`src/rtl/wsl_pkg.sv`:
```
// Package for the wake slot latency block: field widths, codes and the
// sequencer state type. No dependencies.
package wsl_pkg;

  // Default parameter values.
  localparam int MAX_ACTIVE_DEF = 64;
  localparam int SLOT_BITS_DEF  = 16;

  // Fixed field widths.
  localparam int ACTION_W  = 1;
  localparam int IDX_IN_W  = 6;
  localparam int SLOT_W    = 16;
  localparam int ATT_W     = 32;
  localparam int LAT_W     = 48;
  localparam int PERIOD_W  = 16;
  localparam int ACTIVE_W  = 7;
  localparam int CFG_IDX_W = 1;
  localparam int CFG_DAT_W = 16;

  // Derived widths of the datapath.
  localparam int DIV_CNT_W = $clog2(ATT_W);
  localparam int PROD_W    = ATT_W + PERIOD_W;
  localparam int ACC_W     = LAT_W + 4;

  // Action codes.
  localparam logic [ACTION_W-1:0] ACT_LOAD  = 1'b0;
  localparam logic [ACTION_W-1:0] ACT_QUERY = 1'b1;

  // Configuration register indexes.
  localparam logic [CFG_IDX_W-1:0] REG_PERIOD = 1'b0;
  localparam logic [CFG_IDX_W-1:0] REG_ACTIVE = 1'b1;

  typedef enum logic [2:0] {
    ST_IDLE,
    ST_DIV,
    ST_SRCH,
    ST_MUL,
    ST_ADDQ,
    ST_WALK,
    ST_DONE
  } wsl_state_t;

endpackage

```
`src/rtl/wake_slot_latency_core.sv`:
```
// Wake slot latency core: slot table, one-bit-per-cycle divider and the
// sequencer that searches and walks the table. Depends on wsl_pkg.
//
//   channel  direction  handshake              payload
//   in_      input      in_valid / in_ready    action, slot index/value, query fields
//   out_     output     out_valid / out_ready  latency
//   cfg_     input      cfg_we                 cfg_index, cfg_wdata
//
// A load transaction is taken without leaving the idle state and gives no result. A query
// runs the divider, searches the table entry by entry, forms and adds the whole-period
// product, walks one slot per unit of the division remainder and delivers its result; only
// then is the next transaction taken. The divider and the table's registered read port set
// the pace of a query. Reset is synchronous and active low; the slot table is not cleared. A
// waiting result lets the next query run, but that query holds, with in_ready low, at its last cycle.
module wake_slot_latency_core #(
  parameter int MAX_ACTIVE = wsl_pkg::MAX_ACTIVE_DEF,
  parameter int SLOT_BITS  = wsl_pkg::SLOT_BITS_DEF
) (
  input  logic                           clk,
  input  logic                           rst_n,
  input  logic                           in_valid,
  output logic                           in_ready,
  input  logic [wsl_pkg::ACTION_W-1:0]   in_action,
  input  logic [wsl_pkg::IDX_IN_W-1:0]   in_slot_index,
  input  logic [wsl_pkg::SLOT_W-1:0]     in_slot_value,
  input  logic [wsl_pkg::SLOT_W-1:0]     in_start_slot,
  input  logic [wsl_pkg::SLOT_W-1:0]     in_phase_offset,
  input  logic [wsl_pkg::ATT_W-1:0]      in_attempts,
  output logic                           out_valid,
  input  logic                           out_ready,
  output logic [wsl_pkg::LAT_W-1:0]      out_latency,
  input  logic                           cfg_we,
  input  logic [wsl_pkg::CFG_IDX_W-1:0]  cfg_index,
  input  logic [wsl_pkg::CFG_DAT_W-1:0]  cfg_wdata
);

  // Address width of the table and width of a count that can reach its depth.
  localparam int AW     = (MAX_ACTIVE > 1) ? $clog2(MAX_ACTIVE) : 1;
  localparam int KW     = $clog2(MAX_ACTIVE + 1);
  localparam int ACC_W  = wsl_pkg::ACC_W;
  localparam int ATT_W  = wsl_pkg::ATT_W;
  localparam int LUT_N  = 2 ** wsl_pkg::IDX_IN_W;

  localparam logic signed [ACC_W-1:0] LAT_MAX_EXT =
    $signed({{(ACC_W - wsl_pkg::LAT_W){1'b0}}, {wsl_pkg::LAT_W{1'b1}}});

  // Configuration registers.
  logic [wsl_pkg::PERIOD_W-1:0] period_r;
  logic [wsl_pkg::ACTIVE_W-1:0] active_r;

  // Sequencer and datapath registers.
  wsl_pkg::wsl_state_t          state_r, state_nxt;
  logic [AW-1:0]                idx_r, idx_nxt;
  logic [KW-1:0]                k_r, k_nxt;
  logic                         single_r, single_nxt;
  logic [wsl_pkg::SLOT_W-1:0]   start_r, start_nxt;
  logic [ATT_W-1:0]             qt_r, qt_nxt;
  logic [KW-1:0]                rem_r, rem_nxt;
  logic [wsl_pkg::DIV_CNT_W-1:0] cnt_r, cnt_nxt;
  logic [SLOT_BITS-1:0]         e0_r, e0_nxt;
  logic [SLOT_BITS-1:0]         cur_r, cur_nxt;
  logic signed [ACC_W-1:0]      acc_r, acc_nxt;
  logic [wsl_pkg::PROD_W-1:0]   prod_r, prod_nxt;
  logic                         out_valid_r, out_valid_nxt;
  logic [wsl_pkg::LAT_W-1:0]    out_latency_r, out_latency_nxt;

  // Slot table with a registered read port.
  logic [SLOT_BITS-1:0]         slot_mem [MAX_ACTIVE];
  logic [SLOT_BITS-1:0]         rd_data_r;

  // Table position of a load: slot index modulo the table depth.
  logic [AW-1:0]                mod_lut [LUT_N];

  // Combinational helpers.
  logic [SLOT_BITS-1:0]         ent;
  logic signed [ACC_W-1:0]      ent_ext;
  logic signed [ACC_W-1:0]      cur_ext;
  logic signed [ACC_W-1:0]      start_ext;
  logic signed [ACC_W-1:0]      period_ext;
  logic signed [ACC_W-1:0]      c_ext;
  logic [SLOT_BITS-1:0]         c_val;
  logic [AW-1:0]                i_val;
  logic [KW:0]                  trial;
  logic                         hit;
  logic                         last;
  logic                         load_acc;

  for (genvar g = 0; g < LUT_N; g++) begin : g_mod_lut
    assign mod_lut[g] = AW'(g % MAX_ACTIVE);
  end

  // Successor of a table position, wrapping at the active count.
  function automatic logic [AW-1:0] next_pos(input logic [AW-1:0] pos,
                                             input logic [KW-1:0] k);
    logic [KW-1:0] inc;
    inc = KW'(pos) + KW'(1);
    if (inc == k) begin
      next_pos = '0;
    end else begin
      next_pos = inc[AW-1:0];
    end
  endfunction

  assign in_ready    = (state_r == wsl_pkg::ST_IDLE);
  assign load_acc    = in_valid && in_ready && (in_action == wsl_pkg::ACT_LOAD);
  assign out_valid   = out_valid_r;
  assign out_latency = out_latency_r;

  // A nonzero phase offset replaces the table by one active slot at zero.
  assign ent        = single_r ? '0 : rd_data_r;
  assign ent_ext    = $signed(ACC_W'(ent));
  assign cur_ext    = $signed(ACC_W'(cur_r));
  assign start_ext  = $signed(ACC_W'(start_r));
  assign period_ext = $signed(ACC_W'(period_r));

  always_ff @(posedge clk) begin
    if (!rst_n) begin
      period_r <= wsl_pkg::PERIOD_W'(1);
      active_r <= wsl_pkg::ACTIVE_W'(1);
    end else if (cfg_we) begin
      case (cfg_index)
        wsl_pkg::REG_PERIOD: period_r <= cfg_wdata[wsl_pkg::PERIOD_W-1:0];
        wsl_pkg::REG_ACTIVE: active_r <= cfg_wdata[wsl_pkg::ACTIVE_W-1:0];
        default: ;
      endcase
    end
  end

  // The read address follows the next index, so rd_data_r always holds the
  // entry at idx_r and the search and walk read one entry per cycle.
  always_ff @(posedge clk) begin
    if (load_acc) begin
      slot_mem[mod_lut[in_slot_index]] <= SLOT_BITS'(in_slot_value);
    end
    rd_data_r <= slot_mem[idx_nxt];
  end

  always_ff @(posedge clk) begin
    if (!rst_n) begin
      state_r     <= wsl_pkg::ST_IDLE;
      out_valid_r <= 1'b0;
      idx_r       <= '0;
    end else begin
      state_r     <= state_nxt;
      out_valid_r <= out_valid_nxt;
      idx_r       <= idx_nxt;
    end
  end

  always_ff @(posedge clk) begin
    k_r           <= k_nxt;
    single_r      <= single_nxt;
    start_r       <= start_nxt;
    qt_r          <= qt_nxt;
    rem_r         <= rem_nxt;
    cnt_r         <= cnt_nxt;
    e0_r          <= e0_nxt;
    cur_r         <= cur_nxt;
    acc_r         <= acc_nxt;
    prod_r        <= prod_nxt;
    out_latency_r <= out_latency_nxt;
  end

  always_comb begin
    state_nxt       = state_r;
    idx_nxt         = idx_r;
    k_nxt           = k_r;
    single_nxt      = single_r;
    start_nxt       = start_r;
    qt_nxt          = qt_r;
    rem_nxt         = rem_r;
    cnt_nxt         = cnt_r;
    e0_nxt          = e0_r;
    cur_nxt         = cur_r;
    acc_nxt         = acc_r;
    prod_nxt        = prod_r;
    out_valid_nxt   = out_valid_r;
    out_latency_nxt = out_latency_r;
    trial           = {rem_r, qt_r[ATT_W-1]};
    hit             = (ent_ext >= start_ext);
    last            = ((KW'(idx_r) + KW'(1)) == k_r);
    c_val           = hit ? ent : ((idx_r == '0) ? ent : e0_r);
    i_val           = hit ? idx_r : '0;
    c_ext           = $signed(ACC_W'(c_val));

    if (out_valid_r && out_ready) begin
      out_valid_nxt = 1'b0;
    end

    case (state_r)
      wsl_pkg::ST_IDLE: begin
        if (in_valid && (in_action == wsl_pkg::ACT_QUERY)) begin
          single_nxt = (in_phase_offset != '0);
          start_nxt  = in_start_slot;
          if ((in_phase_offset != '0) || (active_r == '0)) begin
            k_nxt = KW'(1);
          end else if (32'(active_r) > MAX_ACTIVE) begin
            k_nxt = KW'(MAX_ACTIVE);
          end else begin
            k_nxt = KW'(active_r);
          end
          // Attempts of zero count as one; the divider works on attempts - 1.
          qt_nxt    = (in_attempts == '0) ? '0 : in_attempts - ATT_W'(1);
          rem_nxt   = '0;
          cnt_nxt   = '0;
          idx_nxt   = '0;
          state_nxt = wsl_pkg::ST_DIV;
        end
      end

      // Restoring division: quotient bits shift in where dividend bits leave.
      wsl_pkg::ST_DIV: begin
        if (trial >= {1'b0, k_r}) begin
          rem_nxt = KW'(trial - {1'b0, k_r});
          qt_nxt  = {qt_r[ATT_W-2:0], 1'b1};
        end else begin
          rem_nxt = trial[KW-1:0];
          qt_nxt  = {qt_r[ATT_W-2:0], 1'b0};
        end
        cnt_nxt = cnt_r + wsl_pkg::DIV_CNT_W'(1);
        if (cnt_r == wsl_pkg::DIV_CNT_W'(ATT_W - 1)) begin
          state_nxt = wsl_pkg::ST_SRCH;
        end
      end

      // First entry at or after the start; entry zero if there is none.
      wsl_pkg::ST_SRCH: begin
        if (idx_r == '0) begin
          e0_nxt = ent;
        end
        if (hit || last) begin
          acc_nxt   = c_ext - start_ext + ((c_ext < start_ext) ? period_ext : '0);
          cur_nxt   = c_val;
          idx_nxt   = next_pos(i_val, k_r);
          state_nxt = wsl_pkg::ST_MUL;
        end else begin
          idx_nxt = idx_r + AW'(1);
        end
      end

      wsl_pkg::ST_MUL: begin
        prod_nxt  = wsl_pkg::PROD_W'(qt_r) * wsl_pkg::PROD_W'(period_r);
        state_nxt = wsl_pkg::ST_ADDQ;
      end

      wsl_pkg::ST_ADDQ: begin
        acc_nxt   = acc_r + $signed(ACC_W'(prod_r));
        state_nxt = (rem_r == '0) ? wsl_pkg::ST_DONE : wsl_pkg::ST_WALK;
      end

      // One gap per cycle; a wrap back to entry zero adds a whole period.
      wsl_pkg::ST_WALK: begin
        acc_nxt = acc_r + ent_ext - cur_ext + ((idx_r == '0) ? period_ext : '0);
        cur_nxt = ent;
        idx_nxt = next_pos(idx_r, k_r);
        rem_nxt = rem_r - KW'(1);
        if (rem_r == KW'(1)) begin
          state_nxt = wsl_pkg::ST_DONE;
        end
      end

      wsl_pkg::ST_DONE: begin
        if (!out_valid_r || out_ready) begin
          out_valid_nxt = 1'b1;
          if (acc_r[ACC_W-1]) begin
            out_latency_nxt = '0;
          end else if (acc_r > LAT_MAX_EXT) begin
            out_latency_nxt = LAT_MAX_EXT[wsl_pkg::LAT_W-1:0];
          end else begin
            out_latency_nxt = acc_r[wsl_pkg::LAT_W-1:0];
          end
          state_nxt = wsl_pkg::ST_IDLE;
        end
      end

      default: begin
        state_nxt = wsl_pkg::ST_IDLE;
      end
    endcase
  end

endmodule

```
`config.mk`:
```
export PLATFORM = sky130hd
export DESIGN_NAME = wake_slot_latency_core
export DESIGN_NICKNAME = d
export VERILOG_FILES = /design/src/rtl/wsl_pkg.sv /design/src/rtl/wake_slot_latency_core.sv
export SDC_FILE = /design/constraint.sdc
export NUM_CORES = 2
export LEC_CHECK = 0
export ABC_AREA = 1
export BUFFER_PORTS_ARGS = -buffer_cell sky130_fd_sc_hd__buf_2
export CORE_UTILIZATION = 45
export DETAILED_ROUTE_END_ITERATION = 7
export PLACE_DENSITY_LB_ADDON = 0.1
export SYNTH_ARGS = -nofsm -noshare
export SYNTH_HDL_FRONTEND = slang
export SYNTH_SLANG_ARGS = --single-unit
```
`constraint.sdc`:
```
create_clock -name clk -period 7.9 [get_ports clk]
set_clock_uncertainty 0.15 [all_clocks]
set_input_delay 0.395 -clock clk [delete_from_list [all_inputs] [get_ports clk]]
set_output_delay 0.395 -clock clk [all_outputs]
set_load 0.02 [all_outputs]
```
==> flow_summary_export.csv <==
group,metric,value,unit
clocking,htreeDepth,4,
finish,seq_area,0.0392,mm2
global_route,grt_max_degree,170,
drt,post_drt_wl_per_cell,22.0,um
synthesis,synth_cell_types,57,
sta,tightestPinTransition,1.07,ns
place,gp_congestion,0.910,
synthesis,syn_nets,9952,
synthesis,yosysWarnings,0,
sta,fin_setup_tns,0,ns
synthesis,synth_edf_count,1272,
power_and_ir_drop,p_int,20700,uW
power_and_ir_drop,ir_worst_vdd,0.00118,V
clocking,clk_path_buf_depth,3,
clocking,cts_tree,"yes",
clocking,cts.sinks,1321,
die,pin_count,159,
setup_path,start_kind,"register",
synthesis,yosysTopAreaCell,"edfxtp_1",
global_route,antenna_found_initial,13,
power_and_ir_drop,powerDensity,434,mW/mm2
min_path,hold_depth,3,
power_and_ir_drop,combPwrFrac,58.7,%
sta,slew-limit-headroom,28.7,%
global_route,grt_overflow,0,
finish,drive_gt1_share,7.01,%
synthesis,synth_most_common_cell,"inv_1",
sta,final_hold_viol_count,0,
finish,multiInputGateArea,0.0351,mm2
power_and_ir_drop,power.total,40200,uW
global_route,grt_pass1_vias,61600,
sta,clock.fmax,132,MHz
drt,num_vias,63400,
clocking,ctsRootBufferMaster,"clkbuf_16",
job,max-cap-violations,0,
drt,drt_wl_total,258,mm
power_and_ir_drop,leakage,0.0407,uW
synthesis,yosysSeqAreaShare,46.9,%
power_and_ir_drop,clockPowerShare,17.1,%
setup_path,critical_path_class,"reg -> reg",
power_and_ir_drop,p_sw,19500,uW
finish,area_delta_synth_final,10.9,%
setup_path,critPathArrivalTime,7.99,ns
power_and_ir_drop,seqPwrFrac,24.1,%
status,status,"complete, no violations",
setup_path,cp-end-kind,"register",
place,hpwl,169,mm
drt,drc,0,
global_route,grt_usage,27.5,%
die,die-area,0.187,mm2
sta,period_share,96.2,%
clocking,clk_pin_slew_worst_paths,0.06,ns
synthesis,ys_ff_latch,1321,
die,core,0.184,mm2
setup_path,worstPathRequired,8.30,ns
place,portBuffers,158,
die,die_w,433,um
synthesis,avgSynthCellArea,9.22,um2
synthesis,synth_cells,9068,
global_route,grt_pass1_wl,388,mm
drt,drt_iter0_markers,5578,
die,rows,157,
drt,firstDrtPassIters,6,
synthesis,ys_top_cells_by_area,"edfxtp_1 (46%), fa_1 (11%), inv_1 (8.7%), nand2_1 (7.2%), nand3_1 (6.7%)",
die,die_y,433,um
die,initial_core_util,45.5,%
setup_path,reg2regPathDepth,24,
sta,maxSlewViolCount,0,
finish,fill_cells,17300,
finish,nNetsFinal,10000,
drt,vias_per_cell,5.40,
synthesis,synth_top_cell_area_share,45.7,%
synthesis,synth-async-reset-ratio,0,%
sta,period_needed,7.60,ns
power_and_ir_drop,swShare,48.5,%
synthesis,syn_area,0.0836,mm2
min_path,min_path_type,"in -> reg",
setup_path,critPathMaxFanout,7,
sta,setup_viol,0,
synthesis,ys.flop_type,"edfxtp_1",
clocking,clkLatencyLatePin,0.83,ns
clocking,cts_buffers,153,
drt,antenna_left,0,
synthesis,synth_common_cells,"inv_1 (1,931), nand2_1 (1,599), edfxtp_1 (1,272), nand3_1 (1,116), nand4_1 (497)",
[kinds of logic after synthesis]
family | count (synthesis) | share of synthesized area (%)
buffers and inverters | 2445 | 11.4
DFF | 1321 | 46.9
adders and majority gates | 775 | 15.7
and+or+nand+nor | 3619 | 19.7
AOI/OAI and AO/OA | 795 | 5.19
xor gates and xnor gates | 113 | 1.18
[stage by stage]
| step | worst slack (ns) | area [um2] | hold WS, ns | util (%) | std cells |
|---|---|---|---|---|---|
| after floorplan | 0.613 | 83600 | 0.294 | - | 9068 |
| after global placement | 0.378 | 87000 | 0.315 | 47.3 | 11400 |
| after detailed placement | 0.266 | 87000 | 0.321 | 47.3 | 11400 |
| after CTS | 0.271 | 92500 | 0.00493 | 50.3 | 11700 |
| after global routing | -0.0564 | 92600 | 0.0302 | 50.4 | 11700 |
| final | 0.302 | 92700 | 0.0340 | 50.4 | 11700 |
[power groups by stage]
stage / clock network (uW) / logic, uW / registers (uW)
after floorplan: 0 / 16300 / 9370
after global placement: 0 / 23300 / 9840
after detailed placement: 0 / 23500 / 9850
after CTS: 7000 / 23600 / 9700
after global routing: 7240 / 26300 / 9730
final: 6880 / 23600 / 9700
[state kept, by name, summed over array words and instances, names as in the netlist, 6 cells and up]
name and count:
acc_r 52, active_r 7, cur_r 16, e0_r 16, idx_r 6, k_r 7, out_latency 48, period_r 16
prod_r 48, qt_r 32, rd_data_r 16, rem_r 7, slot_mem 1024, start_r 16
[timing repair]
action,in CTS,in global routing
gates resized for setup,0,19
hold buffers,73,0
hold endpoints to repair,72,0
setup endpoints to repair,0,42
buffers inserted,0,4
[layout make-up]
| class | instances | share of cell area, % |
|---|---|---|
| Inverter | 1936 | 7.85 |
| Sequential cell | 1321 | 42.3 |
| Antenna cell | 4 | 0.0108 |
| Tap cell | 2464 | 3.33 |
| Clock buffer | 195 | 4.30 |
| Timing Repair Buffer | 427 | 3.50 |
| Multi-Input combinational cell | 5302 | 37.9 |
| Clock inverter | 85 | 0.872 |
[worst max-delay path, stage by stage, from the launching register on]
cell and delay [ns]:
edfxtp_1 0.55, nand2_1 0.13, fa_1 0.54, inv_1 0.06
fa_1 0.55, inv_1 0.06, fa_1 0.50, fa_1 0.56
inv_1 0.05, fa_1 0.39, fa_1 0.49, ha_1 0.37
a21oi_1 0.22, o21ai_0 0.11, o21bai_1 0.22, a21oi_1 0.29
o21ai_1 0.14, a21boi_0 0.28, o21ai_1 0.18, a21boi_0 0.48
o21ai_1 0.20, a21boi_0 0.34, o21ai_1 0.20, a21oi_1 0.20
xnor2_1 0.08
[path summary, 6_finish.rpt]
kind,startpoint,endpoint,slack (ns)
setup / recovery,qt_r[10],prod_r[41],0.30
hold / removal,in_attempts[6],qt_r[6],0.03
setup reg to reg,qt_r[10],prod_r[41],0.30
hold reg to reg,active_r[4],active_r[4],0.34
[layout by cell type, fill, tap and decap left out, types with 273 or more instances in the layout]
cell / count
inv_1: 1928
nand2_1: 1595
edfxtp_1: 1272
nand3_1: 1116
nand4_1: 497
fa_1: 454
a21oi_1: 344
ha_1: 321
nor2_1: 305
o21ai_0: 273
[per-layer routing]
layer / track usage (%) / up-vias / wire length (um)
met4: 10.1 / 12 / 9620
met1: 36.3 / 31100 / 108000
met2: 46.2 / 2035 / 126000
met3: 3.40 / 388 / 14500
met5: 0 / - / 80
li1: - / 29900 / -
(Power assumes the default switching activity.)
